===== src/rtl/sukl_pkg.sv =====
// shared codes and field widths for the sorted unique key list
`default_nettype none

package sukl_pkg;

    localparam int KEY_W    = 32;
    localparam int OP_W     = 2;
    localparam int STATUS_W = 3;
    localparam int POS_W    = 4;

    // request codes
    localparam logic [OP_W-1:0] OP_INSERT = 2'd0;
    localparam logic [OP_W-1:0] OP_DELETE = 2'd1;
    localparam logic [OP_W-1:0] OP_LIST   = 2'd2;
    // spare code, taken and dropped
    localparam logic [OP_W-1:0] OP_UNUSED = 2'd3;

    // result status codes
    localparam logic [STATUS_W-1:0] ST_INSERTED  = 3'd0;
    localparam logic [STATUS_W-1:0] ST_DUPLICATE = 3'd1;
    localparam logic [STATUS_W-1:0] ST_DELETED   = 3'd2;
    localparam logic [STATUS_W-1:0] ST_NOTFOUND  = 3'd3;
    localparam logic [STATUS_W-1:0] ST_EMPTY     = 3'd4;
    localparam logic [STATUS_W-1:0] ST_FULL      = 3'd5;
    localparam logic [STATUS_W-1:0] ST_ENTRY     = 3'd6;

    typedef logic signed [KEY_W-1:0] key_t;

endpackage

`default_nettype wire


===== src/rtl/sukl_cell.sv =====
// one storage cell of the key chain, passing its key towards the head on each shift
`default_nettype none

module sukl_cell
(
    input  wire logic           clk,
    input  wire logic           shift,
    input  wire sukl_pkg::key_t key_in,
    output sukl_pkg::key_t      key_out
);

    sukl_pkg::key_t key_reg;

    // take the neighbour's key when the chain moves
    always_ff @(posedge clk)
    begin
        if (shift)
        begin
            key_reg <= key_in;
        end
    end

    assign key_out = key_reg;

endmodule

`default_nettype wire


===== src/rtl/sorted_unique_key_list.sv =====
// top level: sorted unique key list built as a rotating chain of key cells
`default_nettype none

// Holds up to DEPTH distinct signed 32-bit keys in ascending order in a chain
// of cells. Each accepted request (insert, delete, list) rotates the whole
// chain once through the head cell, one cell per cycle while the result side
// does not stall; the chain waits while a result cannot be loaded. Inserts
// and deletes are applied on the fly as keys pass the head, and their single
// result appears on the last rotation step. A list request emits one
// transaction per stored key as it passes the head (position, ascending,
// tlast on the final key) or a single empty status. Opcode 3 is taken and
// dropped with no result. A new request is taken only once the previous
// rotation has finished.

module sorted_unique_key_list
#(
    parameter int DEPTH = 16
)
(
    input  wire logic        clk,
    input  wire logic        rst_n,
    // slave side: opcode [1:0], key [33:2], zero fill [39:34]
    input  wire logic        s_axis_tvalid,
    output logic             s_axis_tready,
    input  wire logic [39:0] s_axis_tdata,
    // master side: status [2:0], entry_key [34:3], position [38:35], zero fill [39]
    output logic             m_axis_tvalid,
    input  wire logic        m_axis_tready,
    output logic [39:0]      m_axis_tdata,
    output logic             m_axis_tlast
);

    localparam int STEP_W = (DEPTH > 1) ? $clog2(DEPTH) : 1;
    localparam int CNT_W  = $clog2(DEPTH + 1);
    localparam logic [STEP_W-1:0] LAST_STEP = STEP_W'(DEPTH - 1);
    localparam logic [CNT_W-1:0]  FULL_CNT  = CNT_W'(DEPTH);

    typedef enum logic [0:0] {
        IDLE,
        WALK
    } state_t;

    state_t                          state_reg;
    logic [sukl_pkg::OP_W-1:0]       op_reg;
    sukl_pkg::key_t                  key_reg;
    logic [STEP_W-1:0]               step_reg;
    logic [CNT_W-1:0]                count_reg;
    logic                            done_reg;
    logic [sukl_pkg::STATUS_W-1:0]   status_reg;
    logic                            delay_reg;
    logic                            skip_reg;
    sukl_pkg::key_t                  hold_reg;

    logic                            out_valid_reg;
    logic [sukl_pkg::STATUS_W-1:0]   out_status_reg;
    sukl_pkg::key_t                  out_key_reg;
    logic [sukl_pkg::POS_W-1:0]      out_pos_reg;
    logic                            out_last_reg;

    sukl_pkg::key_t                  chain [DEPTH];
    sukl_pkg::key_t                  tail_in;
    sukl_pkg::key_t                  slot;
    logic                            shift;

    logic [sukl_pkg::OP_W-1:0]       in_op;
    sukl_pkg::key_t                  in_key;
    logic                            in_take;

    logic [CNT_W-1:0]                step_cnt;
    logic [STEP_W+sukl_pkg::POS_W-1:0] step_ext;
    logic                            occ;
    logic                            last_step;
    logic                            is_list;
    logic                            list_nonempty;
    logic                            slot_eq;
    logic                            slot_lt;
    logic                            act;
    logic [sukl_pkg::STATUS_W-1:0]   act_status;
    logic                            ins_now;
    logic                            del_now;
    logic [sukl_pkg::STATUS_W-1:0]   miss_status;
    logic [sukl_pkg::STATUS_W-1:0]   final_status;
    logic                            emit;
    logic                            can_load;
    logic [sukl_pkg::STATUS_W-1:0]   emit_status;
    sukl_pkg::key_t                  emit_key;
    logic [sukl_pkg::POS_W-1:0]      emit_pos;
    logic                            emit_last;

    // request unpacking
    assign in_op   = s_axis_tdata[1:0];
    assign in_key  = s_axis_tdata[33:2];
    assign s_axis_tready = (state_reg == IDLE);
    assign in_take = s_axis_tvalid && s_axis_tready;

    // chain of cells, head at index 0, fed at the far end
    for (genvar i = 0; i < DEPTH; i++)
    begin : g_cell
        sukl_pkg::key_t cell_in;
        if (i == DEPTH - 1)
        begin : g_tail
            assign cell_in = tail_in;
        end
        else
        begin : g_body
            assign cell_in = chain[i+1];
        end
        sukl_cell u_cell
        (
            .clk     (clk),
            .shift   (shift),
            .key_in  (cell_in),
            .key_out (chain[i])
        );
    end

    assign slot = chain[0];

    // head slot tests
    always_comb
    begin
        step_cnt      = CNT_W'(step_reg);
        step_ext      = {{sukl_pkg::POS_W{1'b0}}, step_reg};
        occ           = (step_cnt < count_reg);
        last_step     = (step_reg == LAST_STEP);
        is_list       = (op_reg == sukl_pkg::OP_LIST);
        list_nonempty = is_list && (count_reg != '0);
        slot_eq       = (slot == key_reg);
        slot_lt       = (slot < key_reg);
    end

    // insert or delete decision at the head slot
    always_comb
    begin
        act        = 1'b0;
        act_status = sukl_pkg::ST_INSERTED;
        ins_now    = 1'b0;
        del_now    = 1'b0;
        miss_status = sukl_pkg::ST_FULL;
        case (op_reg)
            sukl_pkg::OP_INSERT:
            begin
                act = !done_reg && (!occ || !slot_lt);
                if (occ && slot_eq)
                begin
                    act_status = sukl_pkg::ST_DUPLICATE;
                end
                else if (count_reg == FULL_CNT)
                begin
                    act_status = sukl_pkg::ST_FULL;
                end
                else
                begin
                    act_status = sukl_pkg::ST_INSERTED;
                end
                ins_now     = act && (act_status == sukl_pkg::ST_INSERTED);
                miss_status = sukl_pkg::ST_FULL;
            end
            sukl_pkg::OP_DELETE:
            begin
                act         = !done_reg && occ && slot_eq;
                act_status  = sukl_pkg::ST_DELETED;
                del_now     = act;
                miss_status = (count_reg == '0) ? sukl_pkg::ST_EMPTY
                                                : sukl_pkg::ST_NOTFOUND;
            end
            default:
            begin
                act         = 1'b0;
                miss_status = sukl_pkg::ST_EMPTY;
            end
        endcase
        if (done_reg)
        begin
            final_status = status_reg;
        end
        else if (act)
        begin
            final_status = act_status;
        end
        else
        begin
            final_status = miss_status;
        end
    end

    // value fed into the far end of the chain
    always_comb
    begin
        if (ins_now)
        begin
            tail_in = key_reg;
        end
        else if (delay_reg)
        begin
            tail_in = hold_reg;
        end
        else if (del_now || skip_reg)
        begin
            tail_in = chain[1];
        end
        else
        begin
            tail_in = slot;
        end
    end

    // result selection for this rotation step
    always_comb
    begin
        if (list_nonempty)
        begin
            emit        = occ;
            emit_status = sukl_pkg::ST_ENTRY;
            emit_key    = slot;
            emit_pos    = step_ext[sukl_pkg::POS_W-1:0];
            emit_last   = (step_cnt == (count_reg - 1'b1));
        end
        else
        begin
            emit        = last_step;
            emit_status = final_status;
            emit_key    = is_list ? '0 : key_reg;
            emit_pos    = '0;
            emit_last   = 1'b1;
        end
    end

    assign can_load = !out_valid_reg || m_axis_tready;
    assign shift    = (state_reg == WALK) && (!emit || can_load);

    // sequencer and output register
    always_ff @(posedge clk or negedge rst_n)
    begin
        if (!rst_n)
        begin
            state_reg      <= IDLE;
            op_reg         <= '0;
            key_reg        <= '0;
            step_reg       <= '0;
            count_reg      <= '0;
            done_reg       <= 1'b0;
            status_reg     <= '0;
            delay_reg      <= 1'b0;
            skip_reg       <= 1'b0;
            hold_reg       <= '0;
            out_valid_reg  <= 1'b0;
            out_status_reg <= '0;
            out_key_reg    <= '0;
            out_pos_reg    <= '0;
            out_last_reg   <= 1'b0;
        end
        else
        begin
            // result transaction register
            if (shift && emit)
            begin
                out_valid_reg  <= 1'b1;
                out_status_reg <= emit_status;
                out_key_reg    <= emit_key;
                out_pos_reg    <= emit_pos;
                out_last_reg   <= emit_last;
            end
            else if (m_axis_tready)
            begin
                out_valid_reg <= 1'b0;
            end

            case (state_reg)
                IDLE:
                begin
                    if (in_take && (in_op != sukl_pkg::OP_UNUSED))
                    begin
                        state_reg <= WALK;
                        op_reg    <= in_op;
                        key_reg   <= in_key;
                        step_reg  <= '0;
                        done_reg  <= 1'b0;
                        delay_reg <= 1'b0;
                        skip_reg  <= 1'b0;
                    end
                end
                WALK:
                begin
                    if (shift)
                    begin
                        if (act)
                        begin
                            done_reg   <= 1'b1;
                            status_reg <= act_status;
                        end
                        if (ins_now || delay_reg)
                        begin
                            hold_reg <= slot;
                        end
                        if (ins_now)
                        begin
                            delay_reg <= 1'b1;
                        end
                        if (del_now)
                        begin
                            skip_reg <= 1'b1;
                        end
                        if (last_step)
                        begin
                            state_reg <= IDLE;
                            step_reg  <= '0;
                            if (ins_now || delay_reg)
                            begin
                                count_reg <= count_reg + 1'b1;
                            end
                            else if (del_now || skip_reg)
                            begin
                                count_reg <= count_reg - 1'b1;
                            end
                        end
                        else
                        begin
                            step_reg <= step_reg + 1'b1;
                        end
                    end
                end
                default:
                begin
                    state_reg <= IDLE;
                end
            endcase
        end
    end

    // result packing
    assign m_axis_tvalid = out_valid_reg;
    assign m_axis_tdata  = {1'b0, out_pos_reg, out_key_reg, out_status_reg};
    assign m_axis_tlast  = out_last_reg;

endmodule

`default_nettype wire

===== config.mk =====
export PLATFORM = sky130hd
export DESIGN_NAME = sorted_unique_key_list
export DESIGN_NICKNAME = d
export VERILOG_FILES = /design/src/rtl/sukl_pkg.sv /design/src/rtl/sukl_cell.sv /design/src/rtl/sorted_unique_key_list.sv
export SDC_FILE = /design/constraint.sdc
export NUM_CORES = 1
export LEC_CHECK = 0
export ABC_CLOCK_PERIOD_IN_PS = 15390
export BUFFER_PORTS_ARGS = -buffer_cell sky130_fd_sc_hd__clkbuf_2
export CAP_MARGIN = 15
export CORE_ASPECT_RATIO = 0.6
export CORE_MARGIN = 2
export CORE_UTILIZATION = 40
export DETAILED_ROUTE_END_ITERATION = 10
export PLACE_DENSITY_LB_ADDON = 0.3
export REMOVE_ABC_BUFFERS = 1
export SLEW_MARGIN = 40
export SYNTH_ARGS = -nofsm -noshare
export SYNTH_HDL_FRONTEND = slang
export SYNTH_SLANG_ARGS = --single-unit

===== constraint.sdc =====
create_clock -name clk -period 15.39 [get_ports clk]
set_clock_uncertainty 0.05 [all_clocks]
set_input_delay 2.3085 -clock clk [delete_from_list [all_inputs] [get_ports clk]]
set_output_delay 2.3085 -clock clk [all_outputs]
set_load 0.05 [all_outputs]

==> reports/metrics.yaml <==
place_ws_ps: 10420
tns_ps: 0
ys_seq_area_frac: 0.812
synthTopCellsByArea: "edfxtp_1, dfrtp_1, o21ai_0, nand2_1, ha_1"
max_slew_margin: 0.420
ir_drop_uv: 109
worst-endpoint-arrival_ps: 4510
postCtsHoldBufs: 0
die_area_um2: 58800
drt-pass1-iter-count: 5
tightest_slew_ps: 865
clockBufferDepth: 3
pwr_density_cell_nw_per_um2: 246
nets: 1504
die_h_um: 189
std_cell_rows: 67
postRouteWirelength_um: 41100
yosys.area.top_type: "edfxtp_1"
period_share: 0.280
path_clk_slew_ps: 70
filler_cell_count: 4781
antenna_left: 0
gp_congestion: 0.814
crit_path_end_kind: "flop"
critPathKind: "in2reg"
hold_class: "reg2reg"
drc: 0
via_per_inst: 5.00
timing.final.max_slew_violations: 0
initialDrtViolationCount: 977
placed_cells: 2122
synth-edff-count: 512
n_antenna_cell: 0
synth-seq-cells: 635
drive_gt1_frac: 0.159
critPathLaunchType: "primary input"
yosysMostFrequentCell: "edfxtp_1"
cts-resized-gates: 0
ys_async_sr_fraction: 0.194
cts_buffers: 56
h-tree-depth: 2
largest_reg_flops: 512
io_pins: 87
max_cap_viol_count: 0
finish.utilization: 0.464
period_needed_ps: 4310
syn_to_final_growth_pct: 14.2
setup_viol: 0
dp_hpwl_um: 23600
clock.fmax_mhz: 232
worstPathRequired_ps: 15590
cts_setup_buffers: 0
insertion_delay_ps: 590
ys_types: 62
p_leak_nw: 9.85
ys_warn_count: 0
ys_top_cells_by_count: "edfxtp_1, nand2_1, dfrtp_1, o21ai_0, nor2_1"
portBuffers: 79
antenna_found_initial: 1
ctsRootBufferMaster: "clkbuf_16"
synth_area_um2: 22700
grt_pass1_wl_um: 64500
timing.hold.ws_ps: 360
final-hold-violation-count: 0
coreArea_um2: 56000
synth_cells: 1325
yosysTopAreaCellShare: 0.676
cts_tree: "done"
synthFlopType: "edfxtp_1"
crit_fanout: 134
setup_ws_ps: 11080
instances_no_fill: 2228
die-width_um: 312
grt_overflow: 0
clock-sinks: 635
initial_utilization: 0.406
vias: 11130
status: "finished, final reports clean"
rsz0062_at_grt: "false"
grt_max_degree: 135
routedWlPerCell_um: 18.4
syn_avg_cell_area_um2: 17.2
gr-usage-all-layers: 0.140
grt_pass1_vias: 10997
critical path, cell delays in order:
cell and delay, ps:
clkbuf_2 90, nand2b_1 170, o21ai_2 230, inv_12 540, buf_12 300, buf_16 370, buf_16 350
cell usage in the layout (no fill, tap or decap), types with 3 or more instances in the layout:
master	n
mux2i_1	33
clkbuf_16	59
clkinvlp_4	3
ha_1	39
a211oi_1	4
o41ai_1	4
xnor2_1	6
clkinv_2	11
nor2_1	48
edfxtp_1	512
nand4_1	6
or4_1	3
mux2_2	3
o21ai_0	112
a21oi_1	25
a31oi_1	34
nand2_1	140
clkbuf_2	78
o211ai_1	32
nor3_1	9
nand3_1	7
mux2_4	30
dfrtp_1	123
nor2b_1	4
inv_1	40
clkinv_1	8
bufinv_16	6
clkbuf_8	10
clkbuf_1	10
a21o_1	3
buf_4	8
o21ai_1	4
per-stage QoR:
stage | power [mW] | area [um2]
final | 6.39 | 26000
after global routing | 6.78 | 26000
after CTS | 6.47 | 26000
after detailed placement | 4.99 | 24000
after global placement | 4.91 | 24000
after floorplan | 4.57 | 22500
cells by family after synthesis:
| logic type | Yosys count | share of synthesized area |
|---|---|---|
| flip-flops | 635 | 0.812 |
| XOR/XNOR | 8 | 0.00308 |
| other | 1 | 0.000165 |
| AND/OR/NAND/NOR | 241 | 0.0464 |
| adder cells (fa/ha/maj) | 39 | 0.0215 |
| multiplexers | 66 | 0.0358 |
| buffers and inverters | 97 | 0.0183 |
| AO/OA/AOI/OAI | 238 | 0.0630 |
layout make-up:
type	instances	area (um2)	share of cell area
multi-input cells	593	3890	0.150
clock inverters	30	313	0.0120
flip-flops and latches	635	18500	0.711
repair buffers	92	567	0.0218
inverters	43	174	0.00670
well taps	759	950	0.0366
clock buffers	76	1610	0.0620
metal layers:
metal  up-vias  global-route usage  wire (um)
met2       265               0.200      17800
li1       5174                   -          -
met5         -                   0          0
met4         0              0.0333        705
met3        68              0.0322       2290
met1      5623               0.217      20200
worst paths after layout:
check | slack, ps | end | start | cells past startpoint
setup / recovery | 11080 | g_cell[9].u_cell.key_out[30]$_DFFE_PP_ | m_axis_tready | 7
hold / removal | 360 | g_cell[5].u_cell.key_out[24]$_DFFE_PP_ | g_cell[6].u_cell.key_out[24]$_DFFE_PP_ | 0
setup reg to reg | 11210 | g_cell[9].u_cell.key_out[30]$_DFFE_PP_ | count_reg[1]$_DFFE_PN0P_ | 11
hold reg to reg | 360 | g_cell[5].u_cell.key_out[24]$_DFFE_PP_ | g_cell[6].u_cell.key_out[24]$_DFFE_PP_ | 0
max in group asynchronous | 12420 | out_key_reg[6]$_DFFE_PN0P_ | rst_n | 2
min in group asynchronous | 1670 | out_pos_reg[1]$_DFFE_PN0P_ | rst_n | 1
where the power goes:
group          switching (mW)  internal (mW)
clock network           0.604          0.834
registers               0.354           3.05
logic                    1.04          0.504
(Power assumes the default switching activity.)
